===== config.mk =====
export PLATFORM = sky130hd
export DESIGN_NAME = tbbe_out_queue
export DESIGN_NICKNAME = d
export VERILOG_FILES = /design/src/sv/tbbe_pkg.sv /design/src/sv/tbbe_out_queue.sv
export SDC_FILE = /design/constraint.sdc
export NUM_CORES = 1
export LEC_CHECK = 0
export ABC_AREA = 1
export BUFFER_PORTS_ARGS = -buffer_cell sky130_fd_sc_hd__buf_2
export CAP_MARGIN = 5
export CORE_MARGIN = 5
export CORE_UTILIZATION = 50
export CTS_CLUSTER_SIZE = 25
export DETAILED_ROUTE_END_ITERATION = 16
export PLACE_DENSITY = 0.73
export SYNTH_ARGS = -nofsm -noshare
export SYNTH_HDL_FRONTEND = slang
export SYNTH_SLANG_ARGS = --single-unit

===== constraint.sdc =====
create_clock -name aclk -period 5.2 [get_ports aclk]
set_input_delay 1.04 -clock aclk [delete_from_list [all_inputs] [get_ports aclk]]
set_output_delay 1.04 -clock aclk [all_outputs]
set_load 0.01 [all_outputs]

===== src/sv/tbbe_pkg.sv =====
// Shared widths, types and the binomial table for the Bernstein basis evaluator.
`timescale 1ns / 1ps

package tbbe_pkg;

    // Field widths
    localparam int DEG_W      = 3;
    localparam int MAX_DEGREE = 7;
    localparam int SAMPLE_W   = 8;
    localparam int FRAC_BITS  = 16;
    localparam int BINOM_W    = 6;

    // Exact rational per direction: num / den, both below 2^NUM_W
    localparam int NUM_W = MAX_DEGREE * SAMPLE_W;
    localparam int REM_W = NUM_W + 1;

    // Per-direction factor in Q1.Q_FRAC, quotient carries one guard bit for rounding
    localparam int Q_FRAC   = 31;
    localparam int F_W      = Q_FRAC + 1;
    localparam int QUO_BITS = F_W + 1;

    // Product and final rounding
    localparam int PROD_W      = 2 * F_W;
    localparam int ROUND_SHIFT = 2 * Q_FRAC - FRAC_BITS;
    localparam int VAL_W       = FRAC_BITS + 1;

    // Factor unit pipeline depth: power stages, divide steps, rounding register
    localparam int FACTOR_LAT = MAX_DEGREE + QUO_BITS + 1;

    // Output queue
    localparam int QUEUE_DEPTH = 2;
    localparam int QPTR_W      = 1;
    localparam int QCNT_W      = 2;

    localparam logic [SAMPLE_W-1:0] DIVS_RESET = SAMPLE_W'(8);
    localparam logic [VAL_W-1:0]    VAL_ONE    = VAL_W'(1) << FRAC_BITS;
    localparam logic [PROD_W:0]     ROUND_HALF = (PROD_W+1)'(1) << (ROUND_SHIFT - 1);

    // C(n,k), zero above the diagonal
    localparam logic [BINOM_W-1:0] BINOM_TABLE [8][8] = '{
        '{6'd1, 6'd0, 6'd0,  6'd0,  6'd0,  6'd0,  6'd0, 6'd0},
        '{6'd1, 6'd1, 6'd0,  6'd0,  6'd0,  6'd0,  6'd0, 6'd0},
        '{6'd1, 6'd2, 6'd1,  6'd0,  6'd0,  6'd0,  6'd0, 6'd0},
        '{6'd1, 6'd3, 6'd3,  6'd1,  6'd0,  6'd0,  6'd0, 6'd0},
        '{6'd1, 6'd4, 6'd6,  6'd4,  6'd1,  6'd0,  6'd0, 6'd0},
        '{6'd1, 6'd5, 6'd10, 6'd10, 6'd5,  6'd1,  6'd0, 6'd0},
        '{6'd1, 6'd6, 6'd15, 6'd20, 6'd15, 6'd6,  6'd1, 6'd0},
        '{6'd1, 6'd7, 6'd21, 6'd35, 6'd35, 6'd21, 6'd7, 6'd1}
    };

    // One direction of a query
    typedef struct packed {
        logic [DEG_W-1:0]    deg;
        logic [DEG_W-1:0]    idx;
        logic [SAMPLE_W-1:0] smp;
        logic [BINOM_W-1:0]  coef;
    } tbbe_dir_t;

    // One result item
    typedef struct packed {
        logic [VAL_W-1:0] value;
        logic             err;
    } tbbe_result_t;

endpackage


===== src/sv/tbbe_out_queue.sv =====
// Two-entry result queue that decouples the pipeline stall from the output ready.
`timescale 1ns / 1ps

module tbbe_out_queue import tbbe_pkg::*; (
    input  logic         aclk,
    input  logic         aresetn,
    input  logic         push_valid,
    input  tbbe_result_t push_data,
    output logic         has_room,
    output logic         m_valid,
    input  logic         m_ready,
    output tbbe_result_t pop_data
);

    tbbe_result_t      mem_reg [QUEUE_DEPTH];
    logic [QPTR_W-1:0] wr_ptr_reg, wr_ptr_next;
    logic [QPTR_W-1:0] rd_ptr_reg, rd_ptr_next;
    logic [QCNT_W-1:0] count_reg, count_next;
    logic              push;
    logic              pop;

    assign has_room = (count_reg != QCNT_W'(QUEUE_DEPTH));
    assign m_valid  = (count_reg != '0);
    assign push     = push_valid && has_room;
    assign pop      = m_valid && m_ready;
    assign pop_data = mem_reg[rd_ptr_reg];

    always_comb begin
        wr_ptr_next = push ? wr_ptr_reg + QPTR_W'(1) : wr_ptr_reg;
        rd_ptr_next = pop  ? rd_ptr_reg + QPTR_W'(1) : rd_ptr_reg;
        count_next  = count_reg + QCNT_W'(push) - QCNT_W'(pop);
    end

    always_ff @(posedge aclk) begin
        if (!aresetn) begin
            wr_ptr_reg <= '0;
            rd_ptr_reg <= '0;
            count_reg  <= '0;
        end else begin
            wr_ptr_reg <= wr_ptr_next;
            rd_ptr_reg <= rd_ptr_next;
            count_reg  <= count_next;
        end
    end

    always_ff @(posedge aclk) begin
        if (push) begin
            mem_reg[wr_ptr_reg] <= push_data;
        end
    end

endmodule

==> flow_metrics.env, run 1 <==
export IMPL_start_kind="flip-flop"
export IMPL_fin_tns_setup_ps=0
export IMPL_synth_edf_count=36
export IMPL_p_sw_mw=0.257
export IMPL_routedWlPerCell_um=14.0
export IMPL_synth_area_top_cells="edfxtp_1, mux2_4, dfxtp_1"
export IMPL_p_leak_nw=0.786
export IMPL_cts_inserted_buffers=5
export IMPL_start_util_pct=52.0
export IMPL_place_congestion=0.629
export IMPL_switching_share_pct=27.1
export IMPL_grt_max_degree=20
export IMPL_max_vdd_ir_drop_mv=0.306
export IMPL_vias=867
export IMPL_dr_pass1_iters=4
export IMPL_cp_max_fo=18
export IMPL_worst_setup_path_end_kind="output pin"
export IMPL_drt_initial_drc_count=11
export IMPL_status="completed"
export IMPL_synth_nets=115
export IMPL_std_cell_rows=20
export IMPL_clockRootBuffer="clkbuf_4"
export IMPL_critPathKind="reg2out"
export IMPL_post_route_period_util_pct=56.4
export IMPL_regToRegSetupSlack_ps=3380
export IMPL_hold_path_class="reg2reg"
export IMPL_finalSetupViolations=0
export IMPL_pwr_share_comb_pct=25.7
export IMPL_syn_area_sq_um=1590
export IMPL_h_tree_depth=2
export IMPL_antenna_cells=0
export IMPL_place_hpwl_um=1810
export IMPL_yosysUniqueCellTypes=14
export IMPL_critPathRequiredTime_ps=4160
export IMPL_synth_top_area_cell="edfxtp_1"
export IMPL_fmax_mhz=341
export IMPL_grt_use_total_pct=13.6
export IMPL_ys_flop_type="edfxtp_1"
export IMPL_synth_cells=92
export IMPL_clkPwrFrac_pct=26.2
export IMPL_synth_seq_area_share_pct=74.4
export IMPL_yosys_top_cells_count="edfxtp_1, nand2_1, mux2_4, mux2_2, nor2_1"
export IMPL_largest_reg_flops=36
export IMPL_syn_avg_cell_area_sq_um=17.3
export IMPL_cp_arrival_ps=1890
export IMPL_async_flop_share_pct=0
export IMPL_hold_violations=0
export IMPL_postCtsSetupRepairBufs=0
export IMPL_area_delta_synth_final_pct=21.5
export IMPL_clock_latency_ps=350
export IMPL_power_mw=0.949
export IMPL_tightest_slew_ps=968
export IMPL_period_needed_ps=2930
export IMPL_die_x_um=66.4
export IMPL_intPower_mw=0.692
export IMPL_cts_tree="yes"
export IMPL_grt_pass1_wl_um=4260
export IMPL_layout_cells_non_filler=184
export IMPL_vias_per_cell=4.71
export IMPL_yosys_cell_count_top_type="edfxtp_1"
export IMPL_clkSlewWorstSetupHoldPaths_ps=110
export IMPL_rsz0062_at_grt="false"
export IMPL_maxSlewViolCount=0
export IMPL_postCtsHoldBufs=0
export IMPL_die_area_sq_um=4400
export IMPL_yosys_warnings=0
export IMPL_port_buffers=41
export IMPL_p_per_area_nw_per_um2=492
export IMPL_antenna_left=0
export IMPL_nFillCells=250
export IMPL_fin_skew_ps=10.6
export IMPL_drive_above_1_share_pct=50.0
export IMPL_drc_errors=0
export IMPL_fin_nets=162
export IMPL_max_cap_violations=0
export IMPL_clkSinkCount=41
export IMPL_core_area_sq_um=3050
export IMPL_io_pins=42
export IMPL_ys_ff_latch=41
export IMPL_clk_path_buf_depth=2
export IMPL_post_cts_resized=0
export IMPL_dieHeight_um=66.4
export IMPL_max_slew_margin_rel_pct=35.4
export IMPL_routed_wirelength_um=2580
export IMPL_grt_pass1_vias=954
export IMPL_grt_antenna_before_repair=0
export IMPL_placed_cells=176
export IMPL_synth_top_area_share_pct=68.1
export IMPL_overflow=0
export IMPL_power_sequential_fraction_pct=48.2
## critical path: stages (launching register included)
cell and delay (ps):
dfxtp_1 980, mux2_2 430, buf_2 140
## cell type report
| class | count | area (sq um) | share of cell area (%) |
|---|---|---|---|
| clock inverter | 3 | 65.1 | 3.37 |
| tap | 44 | 55.1 | 2.85 |
| clock buffer | 5 | 37.5 | 1.95 |
| inverter | 7 | 26.3 | 1.36 |
| timing repair buffer | 42 | 213 | 11.0 |
| sequential | 41 | 1180 | 61.2 |
| multi-input combinational | 42 | 352 | 18.2 |
## cells in the final DEF (no fill, tap or decap)
cell type,instances
mux2_4,10
ha_1,1
bufinv_16,2
nand2_1,11
a21oi_1,1
nor2_2,2
nor2_1,7
inv_1,7
dfxtp_1,5
edfxtp_1,36
clkinv_2,1
clkbuf_4,5
buf_2,41
nand3_1,1
xnor2_1,1
mux2_2,8
buf_4,1
## routing by layer
| layer | track usage, % | up-vias | share of wire (%) |
|---|---|---|---|
| li1 | - | 422 | - |
| met1 | 14.1 | 413 | 40 |
| met2 | 23.7 | 26 | 52 |
| met3 | 5.27 | 6 | 6.5 |
| met4 | 6.85 | 0 | 2.0 |
| met5 | 0 | - | 0 |
## power groups by stage
stage	Combinational, mW	Clock (mW)	Sequential (mW)
after global routing	0.270	0.269	0.466
after detailed placement	0.247	0	0.465
final	0.244	0.249	0.457
after CTS	0.248	0.254	0.458
after global placement	0.239	0	0.461
after floorplan	0.194	0	0.441
## cells by family (layout without fill, tap and decap cells)
family / Yosys count / after routing / share of synthesized area (%)
compound gates: 1 / 1 / 0.315
mux: 18 / 18 / 15.1
xor+xnor: 1 / 1 / 0.552
simple gates: 21 / 21 / 5.20
fa+ha+maj: 1 / 1 / 0.788
flops: 41 / 41 / 74.4
buf+inv: 9 / 57 / 3.63
## through the flow
| stage | instance area, sq um | hold slack, ps | utilization, % | setup slack (ps) |
|---|---|---|---|---|
| finish | 1930 | 519 | 63.2 | 2270 |
| global route | 1930 | 568 | 63.2 | 2120 |
| CTS | 1930 | 520 | 63.2 | 2220 |
| detailed placement | 1830 | 492 | 59.8 | 2630 |
| global placement | 1830 | 477 | 59.8 | 2640 |
| floorplan | 1590 | 467 | - | 2810 |
## path summary, 6_finish.rpt
kind	from	endpoint	cells past startpoint
max	flip-flop	pop_data[17]	2
min	rd_ptr_reg	flip-flop	2
max reg2reg	count_reg[0]	mem_reg[0][8]	5
min reg2reg	rd_ptr_reg	flip-flop	2
Note: power is estimated with default switching activity, not from simulation.
==> run 2, diff against run 1 <==
clock period = 2.8 ns   (was 5.2 ns; I/O delays follow)
==> run 2 against run 1 <==
  * Power grew 67%
  * Count of clock-buffer cells in the layout did not move
  * Largest power group unchanged
  * Critical endpoint is now pop_data[0]
  * Register-to-register slack got worse by 2300 ps
  * Clock power up 6%
==> flow_metrics.env, run 2 (synthesis gave the netlist of run 1 again) <==
export IMPL_status="completed"
export IMPL_finalSetupViolations=0
export IMPL_max_vdd_ir_drop_mv=0.434
export IMPL_clock_latency_ps=340
export IMPL_wl_met1_um=1010
export IMPL_start_util_pct=52.0
export IMPL_worst_setup_path_end_kind="output pin"
export IMPL_power_sequential_fraction_pct=52.4
export IMPL_clkSlewWorstSetupHoldPaths_ps=110
export IMPL_io_pins=42
export IMPL_cts_inserted_buffers=5
export IMPL_cp_endpoint="pop_data[0]"
export IMPL_top_layer_used="met4"
export IMPL_fmax_mhz=434
export IMPL_maxSlewViolCount=0
export IMPL_critPathRequiredTime_ps=2240
export IMPL_post_route_period_util_pct=82.4
export IMPL_clkPwrFrac_pct=16.8
export IMPL_tightest_slew_ps=518
export IMPL_largest_reg_flops=36
export IMPL_drive_above_1_share_pct=49.7
export IMPL_clk_path_buf_depth=2
export IMPL_max_slew_margin_rel_pct=65.4
export IMPL_clkSinkCount=41
export IMPL_met2WireLength_um=1340
export IMPL_r2r_cells=5
export IMPL_grt_pass1_vias=888
export IMPL_routedWlPerCell_um=13.8
export IMPL_p_sw_mw=0.473
export IMPL_hold_violations=0
export IMPL_vias=870
export IMPL_final_cell_mix="buf_2, edfxtp_1, nand2_1"
export IMPL_postCtsHoldBufs=0
export IMPL_die_area_sq_um=4400
export IMPL_fin_skew_ps=10.5
export IMPL_grt_pass1_wl_um=3980
export IMPL_place_hpwl_um=1920
export IMPL_dr_pass1_iters=4
export IMPL_grt_antenna_before_repair=0
export IMPL_switching_share_pct=29.9
export IMPL_rsz0062_at_grt="false"
export IMPL_power_mw=1.58
export IMPL_place_congestion=0.618
export IMPL_area_delta_synth_final_pct=19.6
export IMPL_antenna_cells=0
export IMPL_std_cell_rows=20
export IMPL_vias_per_cell=4.65
export IMPL_nFillCells=247
export IMPL_pwr_share_comb_pct=30.9
export IMPL_max_cap_violations=0
export IMPL_port_buffers=41
export IMPL_final_common_cell="buf_2"
export IMPL_fin_nets=165
export IMPL_routed_wl_met3_um=186
export IMPL_drt_initial_drc_count=24
export IMPL_regToRegSetupSlack_ps=1130
export IMPL_intPower_mw=1.11
export IMPL_overflow=0
export IMPL_rr_startpoint="count_reg[0]"
export IMPL_core_area_sq_um=3050
export IMPL_r2r_end="mem_reg[1][11]"
export IMPL_antenna_left=0
export IMPL_routed_wirelength_um=2580
export IMPL_post_cts_resized=0
export IMPL_clockRootBuffer="clkbuf_4"
export IMPL_p_leak_nw=0.776
export IMPL_period_needed_ps=2310
export IMPL_drc_errors=0
export IMPL_start_kind="flip-flop"
export IMPL_grt_max_degree=13
export IMPL_cp_max_fo=11
export IMPL_postCtsSetupRepairBufs=0
export IMPL_cts_tree="yes"
export IMPL_p_per_area_nw_per_um2=832
export IMPL_grt_use_total_pct=12.7
export IMPL_hold_path_class="in2reg"
export IMPL_cp_arrival_ps=1750
export IMPL_dieHeight_um=66.4
export IMPL_critPathKind="reg2out"
export IMPL_h_tree_depth=2
export IMPL_die_x_um=66.4
export IMPL_fin_tns_setup_ps=0
## run 2: worst min-delay path by stage
stage	slack [ps]	from	to	cells after the start
detailed placement	500	rd_ptr_reg	flip-flop	2
finish	400	push_data[10]	mem_reg[0][10]	1
global route	380	push_data[9]	mem_reg[1][9]	1
global placement	480	rd_ptr_reg	rd_ptr_reg	2
floorplan	470	rd_ptr_reg	flip-flop	2
CTS	380	push_data[6]	mem_reg[0][6]	1
## run 2: layout make-up
| class | count | area, sq um | share of cell area [%] |
|---|---|---|---|
| clock buffer | 5 | 37.5 | 1.98 |
| clock inverter | 3 | 12.5 | 0.659 |
| inverter | 7 | 26.3 | 1.38 |
| multi-input combinational | 42 | 352 | 18.5 |
| sequential | 41 | 1180 | 62.2 |
| tap | 44 | 55.1 | 2.90 |
| timing repair buffer | 45 | 235 | 12.4 |
## run 2: power by group through the flow
stage	clock network [mW]	registers [mW]	logic, mW
after floorplan	0	0.819	0.360
after global placement	0	0.838	0.472
after detailed placement	0	0.845	0.493
after CTS	0.278	0.830	0.496
after global routing	0.301	0.841	0.530
final	0.265	0.828	0.488
## run 2: critical path, cell delays in order (launching register included)
cell     delay [ps]
dfxtp_1         660
buf_4           300
mux2_4          310
buf_2           140
## run 2: per-stage QoR
stage / area (sq um) / setup WS [ps] / util [%] / hold slack, ps / instances
after global placement: 1850 / 888 / 60.6 / 482 / 179
final: 1900 / 493 / 62.2 / 401 / 187
after floorplan: 1590 / 895 / - / 467 / 92
after CTS: 1900 / 442 / 62.2 / 376 / 187
after detailed placement: 1850 / 832 / 60.6 / 495 / 179
after global routing: 1900 / 377 / 62.2 / 375 / 187
## run 2: layer usage
layer | track usage, % | vias to the layer above
met5 | 0 | -
met4 | 7.61 | 0
met3 | 5.10 | 5
met2 | 22.3 | 29
met1 | 12.4 | 411
li1 | - | 425
